**config.mk**
```make
export PLATFORM = sky130hd
export DESIGN_NAME = bmid_div_cell
export DESIGN_NICKNAME = d
export VERILOG_FILES = /design/src/rtl/bmid_pkg.sv /design/src/rtl/bmid_div_cell.sv
export SDC_FILE = /design/constraint.sdc
export NUM_CORES = 1
export LEC_CHECK = 0
export BUFFER_PORTS_ARGS = -buffer_cell sky130_fd_sc_hd__buf_2
export CAP_MARGIN = 20
export CORE_AREA = 2 2 186 188
export CTS_CLUSTER_DIAMETER = 100
export CTS_CLUSTER_SIZE = 30
export DETAILED_ROUTE_END_ITERATION = 8
export DIE_AREA = 0 0 188 190
export PLACE_DENSITY = 0.54
export SYNTH_ARGS = -nofsm -noshare
export SYNTH_HDL_FRONTEND = slang
export SYNTH_SLANG_ARGS = --single-unit
```
**constraint.sdc**
```tcl
create_clock -name clock -period 3.5 [get_ports clock]
set_clock_uncertainty 0.15 [all_clocks]
set_input_delay 0.35 -clock clock [delete_from_list [all_inputs] [get_ports clock]]
set_output_delay 0.35 -clock clock [all_outputs]
set_load 0.02 [all_outputs]
```
**src/rtl/bmid_pkg.sv**
```systemverilog
// Shared types, widths and constant tables for the mixed-radix index decoder.
package bmid_pkg;

   localparam int MAX_VARIABLES = 8;
   localparam int DEGREE_BITS   = 4;

   localparam int DATA_W    = MAX_VARIABLES * DEGREE_BITS;
   localparam int VCOUNT_W  = 4;
   localparam int DEG_W     = DEGREE_BITS;
   localparam int DEG_N     = 2 ** DEGREE_BITS;
   localparam int RADIX_W   = DEGREE_BITS + 1;
   localparam int BINOM_W   = DEG_N;
   localparam int RECIP_W   = DATA_W + 1;
   localparam int SUM_W     = 7;
   localparam int PROD_W    = 64;
   localparam int INV_W     = 32;
   localparam int DIV_W     = INV_W + 1;
   localparam int DIV_STEPS = DIV_W;

   localparam int CSR_INDEX_W = 1;
   localparam logic [CSR_INDEX_W-1:0] CSR_VARIABLE_COUNT = 1'd0;
   localparam logic [CSR_INDEX_W-1:0] CSR_MAX_DEGREES    = 1'd1;

   localparam logic [VCOUNT_W-1:0] VARIABLE_COUNT_RESET = 4'd1;
   localparam logic [DATA_W-1:0]   MAX_DEGREES_RESET    = 32'h1111_1111;

   typedef logic [RECIP_W-1:0] recip_table_type [DEG_N];
   typedef logic [BINOM_W-1:0] binom_table_type [DEG_N * DEG_N];

   // floor(2^32 / radix), indexed by degree (radix = degree + 1), long division
   function automatic recip_table_type build_recip();
      recip_table_type tbl;
      longint unsigned rem;
      longint unsigned quo;
      longint unsigned radix;
      for (int i = 0; i < DEG_N; i++) begin
         radix = longint'(i + 1);
         rem   = 0;
         quo   = 0;
         for (int b = DATA_W; b >= 0; b--) begin
            rem = (rem << 1) | ((b == DATA_W) ? 64'd1 : 64'd0);
            quo = quo << 1;
            if (rem >= radix) begin
               rem = rem - radix;
               quo = quo | 64'd1;
            end
         end
         tbl[i] = RECIP_W'(quo);
      end
      return tbl;
   endfunction

   // C(n, k) indexed by {n, k}; zero where k > n
   function automatic binom_table_type build_binom();
      binom_table_type tbl;
      longint unsigned row [DEG_N];
      for (int j = 0; j < DEG_N; j++) begin
         row[j] = 0;
      end
      row[0] = 1;
      for (int n = 0; n < DEG_N; n++) begin
         for (int k = 0; k < DEG_N; k++) begin
            tbl[n * DEG_N + k] = BINOM_W'(row[k]);
         end
         for (int j = DEG_N - 1; j > 0; j--) begin
            row[j] = row[j] + row[j - 1];
         end
      end
      return tbl;
   endfunction

   localparam recip_table_type RECIP_TABLE = build_recip();
   localparam binom_table_type BINOM_TABLE = build_binom();

   // first member is the top of the packed word
   typedef struct packed {
      logic                 index_out_of_range;
      logic [INV_W-1:0]     inverse_weight;
      logic                 product_saturated;
      logic [PROD_W-1:0]    binomial_product;
      logic [SUM_W-1:0]     degree_sum;
      logic                 is_linear;
      logic                 at_vertex;
      logic [DATA_W-1:0]    exponents;
   } bmid_result_type;

   localparam int RESULT_W = $bits(bmid_result_type);
   localparam int TDATA_W  = ((RESULT_W + 7) / 8) * 8;

   typedef struct packed {
      logic [DATA_W-1:0]  rem;
      logic [DATA_W-1:0]  exps;
      logic [SUM_W-1:0]   sum;
      logic               vertex;
      logic [PROD_W-1:0]  prod;
      logic               psat;
      logic [BINOM_W-1:0] binom;
   } bmid_digit_type;

   typedef struct packed {
      logic [DIV_W-1:0] rem;
      logic [DIV_W-1:0] quo;
      logic [DIV_W-1:0] divisor;
      logic             big;
      bmid_result_type  res;
   } bmid_div_type;

endpackage

```
**src/rtl/bmid_div_cell.sv**
```systemverilog
// One restoring-division step: one quotient bit of 2^32 / product.
module bmid_div_cell (
   input  logic                    clock,
   input  logic                    reset,
   input  logic                    enable,
   input  logic                    in_valid,
   input  bmid_pkg::bmid_div_type  in_beat,
   output logic                    out_valid,
   output bmid_pkg::bmid_div_type  out_beat
);

   logic                            valid_ff;
   bmid_pkg::bmid_div_type          beat_ff, beat_in;
   logic [bmid_pkg::DIV_W:0]        trial;
   logic [bmid_pkg::DIV_W:0]        diff;
   logic                            take;

   always_comb begin
      trial = {in_beat.rem, in_beat.quo[bmid_pkg::DIV_W-1]};
      diff  = trial - {1'b0, in_beat.divisor};
      take  = !in_beat.big && (trial >= {1'b0, in_beat.divisor});
      beat_in     = in_beat;
      beat_in.rem = take ? diff[bmid_pkg::DIV_W-1:0] : trial[bmid_pkg::DIV_W-1:0];
      beat_in.quo = {in_beat.quo[bmid_pkg::DIV_W-2:0], take};
   end

   always_ff @(posedge clock) begin
      if (reset) begin
         valid_ff <= 1'b0;
      end else if (enable) begin
         valid_ff <= in_valid;
      end
   end

   always_ff @(posedge clock) begin
      if (enable) begin
         beat_ff <= beat_in;
      end
   end

   assign out_valid = valid_ff;
   assign out_beat  = beat_ff;

endmodule

```
-- Yosys cells after proc, flatten, opt, wreduce, memory -nomap -nowiden
Index checks and enable logic that the tools add are counted.
- register bits after elaboration: 240
- bits of input ports: 243
- output and inout bits: 240
- logic and storage cells: 18
- add/subtract/negate cells: 1
- $lt $le $gt $ge: 1
- muxes and demuxes: 1
- reduce and logical (&&, ||, !) cells: 2
- operator list (operator ; number):
    >= comparator 34 x 33 -> 1 bit ; 1
    two-way mux 33 bit ; 1
    subtractor 33 bit ; 1
    logical AND 1 bit ; 1
    logical NOT 1 bit ; 1

-- Longest topological paths before layout
Gate-level depths: netlist (run 1).
- word-level depth: 3
- gate-level depth with buffers: 14
- depth with buffers taken out: 13

-- Worst setup path before layout (run 1)
OpenSTA, ideal clock, no wires.
- path kind: input port to flip-flop
- from: in in_beat[205] in the netlist's numbering
- to: reg beat_ff, in the netlist out_beat[230], data pin
- library setup time: 256 ps
- arrival: 2482 ps
- data required time: 3094 ps
- slack: 613 ps
- cell stages on the path: 12
- path buffers: 0
- cells stage by stage: inv_1 ha_1 inv_1 fa_1 a211oi_2 o21ai_2 a31oi_4 a21boi_0 o21ai_1 a21boi_0 or3_1 a31o_2
- RTL lines (element ; line ; source):
    from (decl) ; bmid_div_cell.sv:7 ; input bmid_pkg::bmid_div_type in_beat,
    to (signal assigned) ; bmid_div_cell.sv:37 ; beat_ff <= beat_in;
    to (decl) ; bmid_div_cell.sv:13 ; bmid_pkg::bmid_div_type beat_ff, beat_in;

==> run metrics, run 1 <==
Max Cap Violations 0; detailed placement HPWL 25.5 mm; DRC violation count after routing 0; Setup crit start kind input pin; pin count of the biggest net entering global routing 78; most area-hungry cell type in the Yosys netlist sky130_fd_sc_hd__edfxtp_1; post-layout utilization of the core 45.1%; number of failing hold endpoints at the final stage 0; Reg area 0.00720 mm²; post-route minimum period 3.34 ns; clock tree from TritonCTS yes; main combinational cell family by area after synthesis compound AO/OA/AOI/OAI gates; Starting DRT DRC Count 351; combined area of the multi-input logic cells 0.00216 mm²; destination of the worst hold path out_beat[229]; RSZ-0062 raised after global routing no; switching share of power 29.0%; die outline area 0.0357 mm²; latest clock arrival within the worst-skew pair 0.50 ns; routability cong. 0.844; distinct cell type count of the synthesized netlist 55; reg2reg setup slack 2.20 ns; GRT Residual Overflow 0; count of pins on the block boundary 483; layout net count 1606; Synthesis Warnings 0; post-synth design cell area 0.00957 mm²; Synth async-reset ratio 0%; clock-pin slew on the worst setup and hold paths 0.11 ns; startpoint-to-endpoint class of the critical path input pin to register; initial cell density of the core 28.2%; Critical Path, Cell by Cell dlygate4sd3_1, buf_2, ha_1, inv_1, fa_1, a211oi_2, o21ai_2, a31oi_4, a2111oi_4, nor2_1, a21o_2, inv_2, mux2_2; clock network fraction of design power 25.7%; Critical Path End Type register; share of synthesized cell area in full adder, half adder and majority cells 4.52%; setup total negative slack 0 ns; Main synth FF type sky130_fd_sc_hd__edfxtp_1; internal power contribution 0.00479 W; number of port buffers 482; class of the tightest hold or removal check input pin to register; Compound-Gate Fraction of Synth Area 9.20%; number of global-route vias before repair 8179; proportion of power drawn by flip-flops and latches 52.0%; number of search-and-repair iterations in the first detailed-routing pass 5; maximum clock insertion buffer count 3; delay of the slowest cell on the worst path 0.52 ns; Worst Max-Slew Pin Slew 0.608 ns; synthesized area per cell 15.7 µm²; reg-to-reg critical path startpoint out_valid; area fraction in and, or, nand and nor cells after synthesis 5.86%; number of instances on the worst hold path 3; initial antenna violation count 6; flip-flop and latch count after synthesis 240; required arrival time at the worst endpoint 3.59 ns; mux share of post-synthesis cell area 0.457%; power per unit of standard cell area 441 mW/mm²; destination of the worst register-to-register timing path out_valid; number of buffers and inverters on the critical path 4; worst-case headroom to the max-slew limit 59.5%; share of the cycle needed by the critical path after routing 95.6%; Root Buffer Master sky130_fd_sc_hd__clkbuf_16; part of the power in combinational logic 22.3%; width of the chip 188 µm; status finished, final reports clean; layout cell share with drive strength beyond 1 39.8%; crit path DAT 3.43 ns; Die Y-Extent 190 µm; Hold Crit Start in_beat[228]; DR vias 7926; number of vias per cell after detailed routing 4.42; Seq/Total Area, Yosys 75.2%; area fraction of the dominant cell type after synthesis 75.0%; Switch Pwr 0.00196 W; cell types occupying the most area after synthesis sky130_fd_sc_hd__edfxtp_1 75%, sky130_fd_sc_hd__ha_1 4.3%, sky130_fd_sc_hd__o21ai_0 2.2%; gate family responsible for the most delay along the worst path compound AO/OA/AOI/OAI gates; maximum clock frequency 299 MHz; FP Rows 68; final-layout fill cell count 3078; critical path peak fanout 9; post-synthesis to final-layout area growth 59.8%; syn nets 886; count of H-tree levels built during CTS 1; number of instances in the synthesized netlist 609; Max stage delay cell, worst path sky130_fd_sc_hd__dlygate4sd3_1; post-route ant nets 0; depth of the worst register-to-register path 3; synthesized-area fraction occupied by xor and xnor cells 2.38%; final-report setup violation count 0; average routed wire per standard cell 19.4 µm; most common cell after layout, fill and taps aside sky130_fd_sc_hd__buf_2; Worst VDD drop 0.413 mV; number of buffers created by CTS 13; Lkg Pwr 6.61 nW; commonest non-fill, non-tap cells in the layout 481 x sky130_fd_sc_hd__buf_2, 239 x sky130_fd_sc_hd__edfxtp_1, 225 x sky130_fd_sc_hd__dlygate4sd3_1, 50 x sky130_fd_sc_hd__nand2_1, 43 x sky130_fd_sc_hd__o21ai_0; Post-synth EDFFs 239; number of clock sinks 240; total wire length 34.7 mm; core area 0.0339 mm²; global router's overall resource usage 18.6%; global-route wire length before repair 50.3 mm; Max Transition Viols Final 0
[what timing repair did]
item | in CTS | in global routing
gates resized for setup | 0 | 3
hold buffers | 225 | 0
buffers inserted | 0 | 2
endpoints found under the hold margin | 224 | 0
setup endpoints to repair | 0 | 7
[cell type report]
| type | count | area share (%) |
|---|---|---|
| Sequential cell | 240 | 47.0 |
| Timing Repair Buffer | 719 | 31.5 |
| Multi-Input combinational cell | 315 | 14.1 |
| Tap cell | 455 | 3.72 |
| Clock buffer | 14 | 2.15 |
| Inverter | 40 | 0.981 |
| Clock inverter | 6 | 0.482 |
| Antenna cell | 4 | 0.0654 |
[worst min-delay path: stages]
cell and delay, ns:
sky130_fd_sc_hd__buf_2 0.09, sky130_fd_sc_hd__nand2_1 0.04, sky130_fd_sc_hd__o21ai_0 0.07
[how the worst max path moves through the flow]
stage | slack [ns] | to | cells after the start | startpoint
floorplan | 0.61 | out_beat[230] | 12 | in_beat[205]
global placement | 0.05 | out_beat[235] | 12 | in_beat[167]
detailed placement | 0.05 | out_beat[223] | 11 | in_beat[167]
CTS | 0.02 | out_beat[235] | 12 | in_beat[232]
global route | 0.01 | out_beat[235] | 14 | in_beat[140]
finish | 0.16 | out_beat[223] | 13 | in_beat[140]
[cells in the mapped netlist (2+ instances only)]
cell type and number:
sky130_fd_sc_hd__and3_1 6, sky130_fd_sc_hd__nor2b_1 2, sky130_fd_sc_hd__a311oi_1 2, sky130_fd_sc_hd__o21bai_1 6, sky130_fd_sc_hd__a211o_1 2, sky130_fd_sc_hd__inv_1 39
sky130_fd_sc_hd__ha_1 33, sky130_fd_sc_hd__clkbuf_1 6, sky130_fd_sc_hd__a31oi_1 2, sky130_fd_sc_hd__nand4_1 8, sky130_fd_sc_hd__mux2_2 3, sky130_fd_sc_hd__a21oi_1 31
sky130_fd_sc_hd__o211ai_1 6, sky130_fd_sc_hd__a21boi_0 2, sky130_fd_sc_hd__nand2_1 50, sky130_fd_sc_hd__or2_2 2, sky130_fd_sc_hd__o21ai_1 2, sky130_fd_sc_hd__edfxtp_1 239
sky130_fd_sc_hd__nor3_1 3, sky130_fd_sc_hd__a211oi_1 4, sky130_fd_sc_hd__o21ai_0 43, sky130_fd_sc_hd__nor2_1 20, sky130_fd_sc_hd__nor3b_1 2, sky130_fd_sc_hd__nand2_2 2
sky130_fd_sc_hd__nand2b_1 4, sky130_fd_sc_hd__xor2_1 12, sky130_fd_sc_hd__o21a_1 4, sky130_fd_sc_hd__or3_1 2, sky130_fd_sc_hd__and2_1 3, sky130_fd_sc_hd__xnor2_1 14
sky130_fd_sc_hd__a31o_2 2, sky130_fd_sc_hd__buf_4 7, sky130_fd_sc_hd__nand3_1 9, sky130_fd_sc_hd__a21o_1 16
[cells by family after synthesis]
| logic type | after synthesis |
|---|---|
| compound gates | 134 |
| buf+inv | 54 |
| simple gates | 117 |
| flops | 240 |
| mux | 4 |
| xor+xnor | 26 |
| fa+ha+maj | 34 |
[state kept, by name (all words and copies together), names as in the netlist]
register / cells
out_beat: 239
out_valid: 1
[power groups by stage]
stage / registers [W] / clock network (W) / logic (W)
6_report: 0.00351 / 0.00174 / 0.00151
5_1_grt: 0.00353 / 0.00189 / 0.00161
4_1_cts: 0.00351 / 0.00182 / 0.00151
3_5_place_dp: 0.00357 / 0 / 0.00130
3_3_place_gp: 0.00357 / 0 / 0.00129
2_1_floorplan: 0.00390 / 0 / 0.000357
[metal layers]
| layer | routed length [µm] | part of all wire (%) | global-route usage (%) | up-vias |
|---|---|---|---|---|
| met4 | 1690 | 4.9 | 7.87 | 4 |
| met5 | 34 | 0.098 | 0 | - |
| met3 | 2060 | 5.9 | 4.00 | 66 |
| met2 | 17000 | 49 | 32.4 | 317 |
| met1 | 14000 | 40 | 22.1 | 3804 |
| li1 | - | - | - | 3735 |
[per-stage QoR]
step | setup WS, ns | hold WS, ns | total power [W] | instances | cell area, µm²
2_1_floorplan | 0.613 | 0.272 | 0.00426 | 609 | 9570
3_5_place_dp | 0.0547 | 0.365 | 0.00486 | 1542 | 12600
5_1_grt | 0.0102 | 0.00611 | 0.00703 | 1792 | 15300
3_3_place_gp | 0.0540 | 0.327 | 0.00486 | 1542 | 12600
4_1_cts | 0.0246 | 0.00148 | 0.00683 | 1787 | 15300
6_report | 0.155 | 0.0230 | 0.00675 | 1793 | 15300
(Power assumes the default switching activity.)
==> run 2: changes to the inputs <==
- ABC_AREA: not set -> 1
- CORE_AREA: 2 2 186 188 -> 2 2 188 190
- DIE_AREA: 0 0 188 190 -> 0 0 190 192
- PLACE_DENSITY: 0.54 -> 0.57
==> run metrics, run 2 <==
FP Rows 68 (unchanged); number of search-and-repair iterations in the first detailed-routing pass 5 (unchanged); flip-flop count of the largest register after layout 239 (unchanged); Setup crit start kind input pin; required arrival time at the worst endpoint 3.60 ns (about the same); most numerous cell in the Yosys netlist sky130_fd_sc_hd__nand2_1; Starting DRT DRC Count 499 (+42%); clock tree from TritonCTS yes; Main synth FF type sky130_fd_sc_hd__edfxtp_1; initial antenna violation count 10 (+4); total wire length 42.1 mm (+21%); pin count of the biggest net entering global routing 91 (+17%); GRT Residual Overflow 0 (unchanged); number of failing hold endpoints at the final stage 0 (unchanged); Worst VDD drop 0.423 mV (+2.4%); cell types occupying the most area after synthesis sky130_fd_sc_hd__edfxtp_1 68%, sky130_fd_sc_hd__nand2_1 11%, sky130_fd_sc_hd__inv_1 6.1%; routability cong. 0.923 (+9.3%); setup total negative slack 0 ns (unchanged); distinct cell type count of the synthesized netlist 32 (-42%); met3 Usage GRT 4.11% (+0.11 points); startpoint-to-endpoint class of the critical path input pin to register; global-route met2 utilization 38.3% (+5.8 points); Lkg Pwr 7.92 nW (+20%); synthesized area per cell 11.1 µm² (-29%); Commonest cells post-synth 314 x sky130_fd_sc_hd__nand2_1, 239 x sky130_fd_sc_hd__edfxtp_1, 172 x sky130_fd_sc_hd__inv_1; number of buffers created by CTS 14 (+1); core area 0.0343 mm² (+1.0%); Worst Max-Slew Pin Slew 0.746 ns (+0.138 ns); worst-case headroom to the max-slew limit 50.3% (-9.2 points); maximum clock frequency 327 MHz (+9.5%); Max Transition Viols Final 0 (unchanged); DR vias 9463 (+19%); most common cell after layout, fill and taps aside sky130_fd_sc_hd__buf_2; post-route ant nets 0 (unchanged); number of gates resized after cts 0 (unchanged); RSZ-0062 raised after global routing no; Post-synth EDFFs 239 (unchanged); Die Y-Extent 192 µm (+1.1%); power per unit of standard cell area 429 mW/mm² (-2.8%); die outline area 0.0365 mm² (+2.1%); post-route minimum period 3.06 ns (-0.289 ns); critical path peak fanout 33 (+24); crit path DAT 3.15 ns (-0.28 ns); layout net count 1967 (+22%); area fraction of the dominant cell type after synthesis 67.6% (-7.4 points); syn nets 1232 (+39%); global router's overall resource usage 22.0% (+3.4 points); number of port buffers 482 (unchanged); layout cell share with drive strength beyond 1 32.7% (-7.1 points); Max Cap Violations 0 (unchanged); power consumption 0.00706 W (+4.6%); clock-pin slew on the worst setup and hold paths 0.07 ns (-0.04 ns); commonest non-fill, non-tap cells in the layout 481 x sky130_fd_sc_hd__buf_2, 314 x sky130_fd_sc_hd__nand2_1, 239 x sky130_fd_sc_hd__edfxtp_1, 237 x sky130_fd_sc_hd__dlygate4sd3_1, 172 x sky130_fd_sc_hd__inv_1; count of pins on the block boundary 483 (unchanged); width of the chip 190 µm (+1.1%); flip-flop and latch count after synthesis 240 (unchanged); post-synthesis to final-layout area growth 55.2%; Synthesis Warnings 0 (unchanged); post-layout utilization of the core 48.1% (+3.0 points); number of instances in the synthesized netlist 955 (+57%); status finished, final reports clean; Critical Path End Type register; latest clock arrival within the worst-skew pair 0.51 ns (about the same); number of vias per cell after detailed routing 4.38 (-0.85%); average routed wire per standard cell 19.5 µm (+0.63%); class of the tightest hold or removal check input pin to register; DRC violation count after routing 0 (unchanged); count of H-tree levels built during CTS 1 (unchanged); maximum clock insertion buffer count 3 (unchanged); share of the cycle needed by the critical path after routing 87.3% (-8.3 points); Root Buffer Master sky130_fd_sc_hd__clkbuf_16; GRT busiest layer met2; number of global-route vias before repair 9615 (+18%); final-report setup violation count 0 (unchanged); Synth async-reset ratio 0% (unchanged); initial cell density of the core 31.0% (+2.8 points); detailed placement HPWL 32.5 mm (+27%); Seq/Total Area, Yosys 67.8% (-7.4 points); post-synth design cell area 0.0106 mm² (+11%); grt met1 use 26.9% (+4.7 points); most area-hungry cell type in the Yosys netlist sky130_fd_sc_hd__edfxtp_1; number of clock sinks 240 (unchanged); global-route wire length before repair 58.9 mm (+17%)
## run 2: cell count changes after synthesis, moves of 7 or more
cell / change
sky130_fd_sc_hd__nand2_1: +264
sky130_fd_sc_hd__xnor2_1: -14
sky130_fd_sc_hd__nand2_2: +23
sky130_fd_sc_hd__a21o_1: -16
sky130_fd_sc_hd__a21oi_1: -14
sky130_fd_sc_hd__nand3_1: +41
sky130_fd_sc_hd__nor2_1: +16
sky130_fd_sc_hd__inv_1: +133
sky130_fd_sc_hd__o21ai_0: -42
sky130_fd_sc_hd__nor2_2: +7
## run 2: cell families (layout without fill, tap and decap cells)
group | after synthesis | in the layout | synth area share, %
xor+xnor | 15 | 15 | 1.24
buf+inv | 182 | 925 | 6.84
mux | 1 | 1 | 0.0943
flops | 240 | 240 | 67.8
other cells | 0 | 6 | 0
simple gates | 458 | 458 | 18.5
fa+ha+maj | 34 | 34 | 4.08
compound gates | 25 | 25 | 1.45
## run 2: cell type report
class | instances | area [µm²]
flip-flops and latches | 240 | 7200
diodes | 6 | 15.0
inverters | 175 | 662
repair buffers | 726 | 4870
clock inverters | 6 | 80.1
multi-input cells | 533 | 2690
clock buffers | 18 | 387
fillers | 3202 | 17800
well taps | 455 | 569
## run 2: per-layer routing
layer,share of wire [%],vias to the layer above
met5,0.031,-
met4,4.2,2
met3,6.7,62
met2,49,360
met1,41,4455
li1,-,4584
## run 2: path summary, 6_finish.rpt
path,startpoint,endpoint,slack [ns],cells past startpoint
hold reg to reg,out_valid,out_valid,0.93,3
setup / recovery,in_beat[159],out_beat[236],0.44,15
setup reg to reg,out_valid,out_valid,2.19,3
hold / removal,in_beat[235],out_beat[236],0.02,3
## run 2: repair_timing
action | in CTS | in global routing
hold endpoints to repair | 236 | 0
setup buffers | 0 | 0
hold buffers | 237 | 0
## run 2: through the flow
stage | hold WS, ns | std cells | area, µm² | worst slack [ns]
after detailed placement | 0.378 | 1892 | 13600 | 0.498
after global placement | 0.322 | 1892 | 13600 | 0.517
after floorplan | 0.272 | 955 | 10600 | 1.30
after global routing | 0.0340 | 2155 | 16500 | 0.196
final | 0.0192 | 2159 | 16500 | 0.444
after CTS | 0.00213 | 2153 | 16500 | 0.411
## run 2: worst max-delay path, stage by stage
cell and delay (ns):
sky130_fd_sc_hd__dlygate4sd3_1 0.58, sky130_fd_sc_hd__buf_2 0.13, sky130_fd_sc_hd__inv_1 0.06, sky130_fd_sc_hd__ha_1 0.40, sky130_fd_sc_hd__nand2_1 0.14, sky130_fd_sc_hd__nor2_2 0.20, sky130_fd_sc_hd__nand2_1 0.13, sky130_fd_sc_hd__nor2_2 0.12
sky130_fd_sc_hd__nand2_1 0.10, sky130_fd_sc_hd__nand3_2 0.07, sky130_fd_sc_hd__nand2_2 0.09, sky130_fd_sc_hd__clkinv_4 0.20, sky130_fd_sc_hd__nand2_4 0.35, sky130_fd_sc_hd__nand2_1 0.15, sky130_fd_sc_hd__nand2_1 0.07
## run 2: where the power goes
group / switching, W / internal [W]
clock network: 0.00106 / 0.000841
registers: 0.0000688 / 0.00344
logic: 0.00103 / 0.000623
total: 0.00216 / 0.00490
==> run 3: changes to the inputs <==
- GPL_TIMING_DRIVEN: not set -> 0
- SKIP_CTS_REPAIR_TIMING: not set -> 1
- clock period: 3.5 -> 3.09 ns (I/O delays scaled with it)
==> run metrics, run 3 (same netlist as run 2, synthesis figures left out) <==
commonest non-fill, non-tap cells in the layout 481 x sky130_fd_sc_hd__buf_2, 314 x sky130_fd_sc_hd__nand2_1, 239 x sky130_fd_sc_hd__edfxtp_1, 235 x sky130_fd_sc_hd__dlygate4sd3_1, 172 x sky130_fd_sc_hd__inv_1; clock-pin slew on the worst setup and hold paths 0.08 ns (about the same); post-route insts no fill 2157 (-0.093%); Lkg Pwr 7.90 nW (-0.18%); number of global-route vias before repair 8080 (-16%); initial antenna violation count 9 (-1); violated checks hold timing; Worst VDD drop 0.449 mV (+6.2%); standard cell area after detailed placement 0.0137 mm² (+0.30%); number of vias per cell after detailed routing 4.35 (-0.74%); final-report setup violation count 0 (unchanged); global router's overall resource usage 20.1% (-1.8 points); count of pins on the block boundary 483 (unchanged); number of failing hold endpoints at the final stage 4 (+4); maximum clock frequency 340 MHz; maximum clock insertion buffer count 3 (unchanged); class of the tightest hold or removal check input pin to register; count of H-tree levels built during CTS 1 (unchanged); number of buffers created by CTS 13 (-1); latest clock arrival within the worst-skew pair 0.50 ns (about the same); width of the chip 190 µm (unchanged); power per unit of standard cell area 475 mW/mm² (+11%); Max Transition Viols Final 0 (unchanged); Final Worst Setup Slack 0.153 ns (-0.292 ns); global-route wire length before repair 53.0 mm (-10%); power consumption 0.00781 W (+11%); post-synthesis to final-layout area growth 54.8%; Max Cap Violations 0 (unchanged); number of port buffers 482 (unchanged); clock tree from TritonCTS yes; final design instance area without fill 0.0164 mm² (-0.22%); layout net count 1966 (-0.051%); worst hold margin -0.0176 ns (-0.0368 ns); Placement Setup Slack 0.256 ns (-0.242 ns); Critical Path End Type register; Setup crit start kind input pin; DRC violation count after routing 0 (unchanged); share of the cycle needed by the critical path after routing 95.1%; layout cell share with drive strength beyond 1 32.8% (+0.039 points); most common cell after layout, fill and taps aside sky130_fd_sc_hd__buf_2; status finished with violations; RSZ-0062 raised after global routing no; Starting DRT DRC Count 456 (-8.6%); flip-flop count of the largest register after layout 239 (unchanged); average routed wire per standard cell 19.4 µm (-0.31%); die outline area 0.0365 mm² (unchanged); Die Y-Extent 192 µm (unchanged); DR vias 9384 (-0.83%); Root Buffer Master sky130_fd_sc_hd__clkbuf_16; routability cong. 0.891 (-3.5%); worst-case headroom to the max-slew limit 61.5% (+11 points); total wire length 41.9 mm (-0.40%); required arrival time at the worst endpoint 3.17 ns (-0.43 ns); core area 0.0343 mm² (unchanged); crit path DAT 3.02 ns (-0.13 ns); Worst Max-Slew Pin Slew 0.577 ns (-0.168 ns); startpoint-to-endpoint class of the critical path input pin to register; GRT Residual Overflow 0 (unchanged); detailed placement HPWL 32.2 mm (-0.89%); number of search-and-repair iterations in the first detailed-routing pass 5 (unchanged); pin count of the biggest net entering global routing 106 (+16%); critical path peak fanout 10 (-70%); post-route minimum period 2.94 ns; initial cell density of the core 31.0% (unchanged); post-route ant nets 0 (unchanged); post-placement cell count 1894 (+0.11%); number of clock sinks 240 (unchanged); FP Rows 68 (unchanged)
==> run 3: cell types whose count changed in the layout (fill, tap and decap cells not counted), sizes merged <==
cell	delta
clkinv	+2
clkinvlp	-1
clkbuf	-1
inv	-2
dlygate4sd3	-2
buf	+2
==> run 3: routing by layer <==
| layer | vias up | global-route usage, % | routed length (µm) |
|---|---|---|---|
| met3 | 58 | 6.56 | 2510 |
| met5 | - | 0 | 36 |
| met1 | 4465 | 23.8 | 17200 |
| met2 | 291 | 35.2 | 20800 |
| li1 | 4564 | - | - |
| met4 | 6 | 5.31 | 1310 |
==> run 3: final cells by class <==
type	instances	area, µm²
Clock buffer	17	350
Sequential cell	240	7200
Inverter	175	662
Multi-Input combinational cell	533	2690
Tap cell	455	569
Clock inverter	5	58.8
Fill cell	3191	17800
Antenna cell	6	15.0
Buffer	7	63.8
Timing Repair Buffer	719	4830
==> run 3: per-stage QoR <==
| stage | util [%] | TNS (ns) |
|---|---|---|
| CTS | 41.0 | 0 |
| floorplan | - | 0 |
| global route | 47.9 | 0 |
| global placement | 39.7 | -419.70 |
| detailed placement | 39.8 | 0 |
| finish | 47.9 | 0 |
==> run 3: path summary, 6_finish.rpt <==
check / slack, ns / cells past startpoint / startpoint / to
max: 0.15 / 16 / in_beat[159] / out_beat[234]
min: -0.02 / 3 / in_beat[234] / out_beat[235]
min reg2reg: 0.92 / 3 / out_valid / out_valid
max reg2reg: 1.79 / 3 / out_valid / out_valid
==> run 3: worst max-delay path, cell delays in order <==
cell                            delay [ns]
sky130_fd_sc_hd__dlygate4sd3_1        0.62
sky130_fd_sc_hd__buf_2                0.15
sky130_fd_sc_hd__inv_1                0.07
sky130_fd_sc_hd__ha_1                 0.44
sky130_fd_sc_hd__nand2_1              0.15
sky130_fd_sc_hd__nor2_2               0.19
sky130_fd_sc_hd__nand2_1              0.15
sky130_fd_sc_hd__nor2_2               0.13
sky130_fd_sc_hd__nand2_1              0.10
sky130_fd_sc_hd__nand3_2              0.08
sky130_fd_sc_hd__nand2_2              0.11
sky130_fd_sc_hd__clkinv_4             0.11
sky130_fd_sc_hd__nand2_4              0.11
sky130_fd_sc_hd__buf_6                0.18
sky130_fd_sc_hd__nand2_1              0.06
sky130_fd_sc_hd__nand2_1              0.05
==> run 3: where the power goes <==
part	switching, W	internal (W)
clock network	0.00111	0.000848
logic	0.00118	0.000715
registers	0.0000662	0.00389
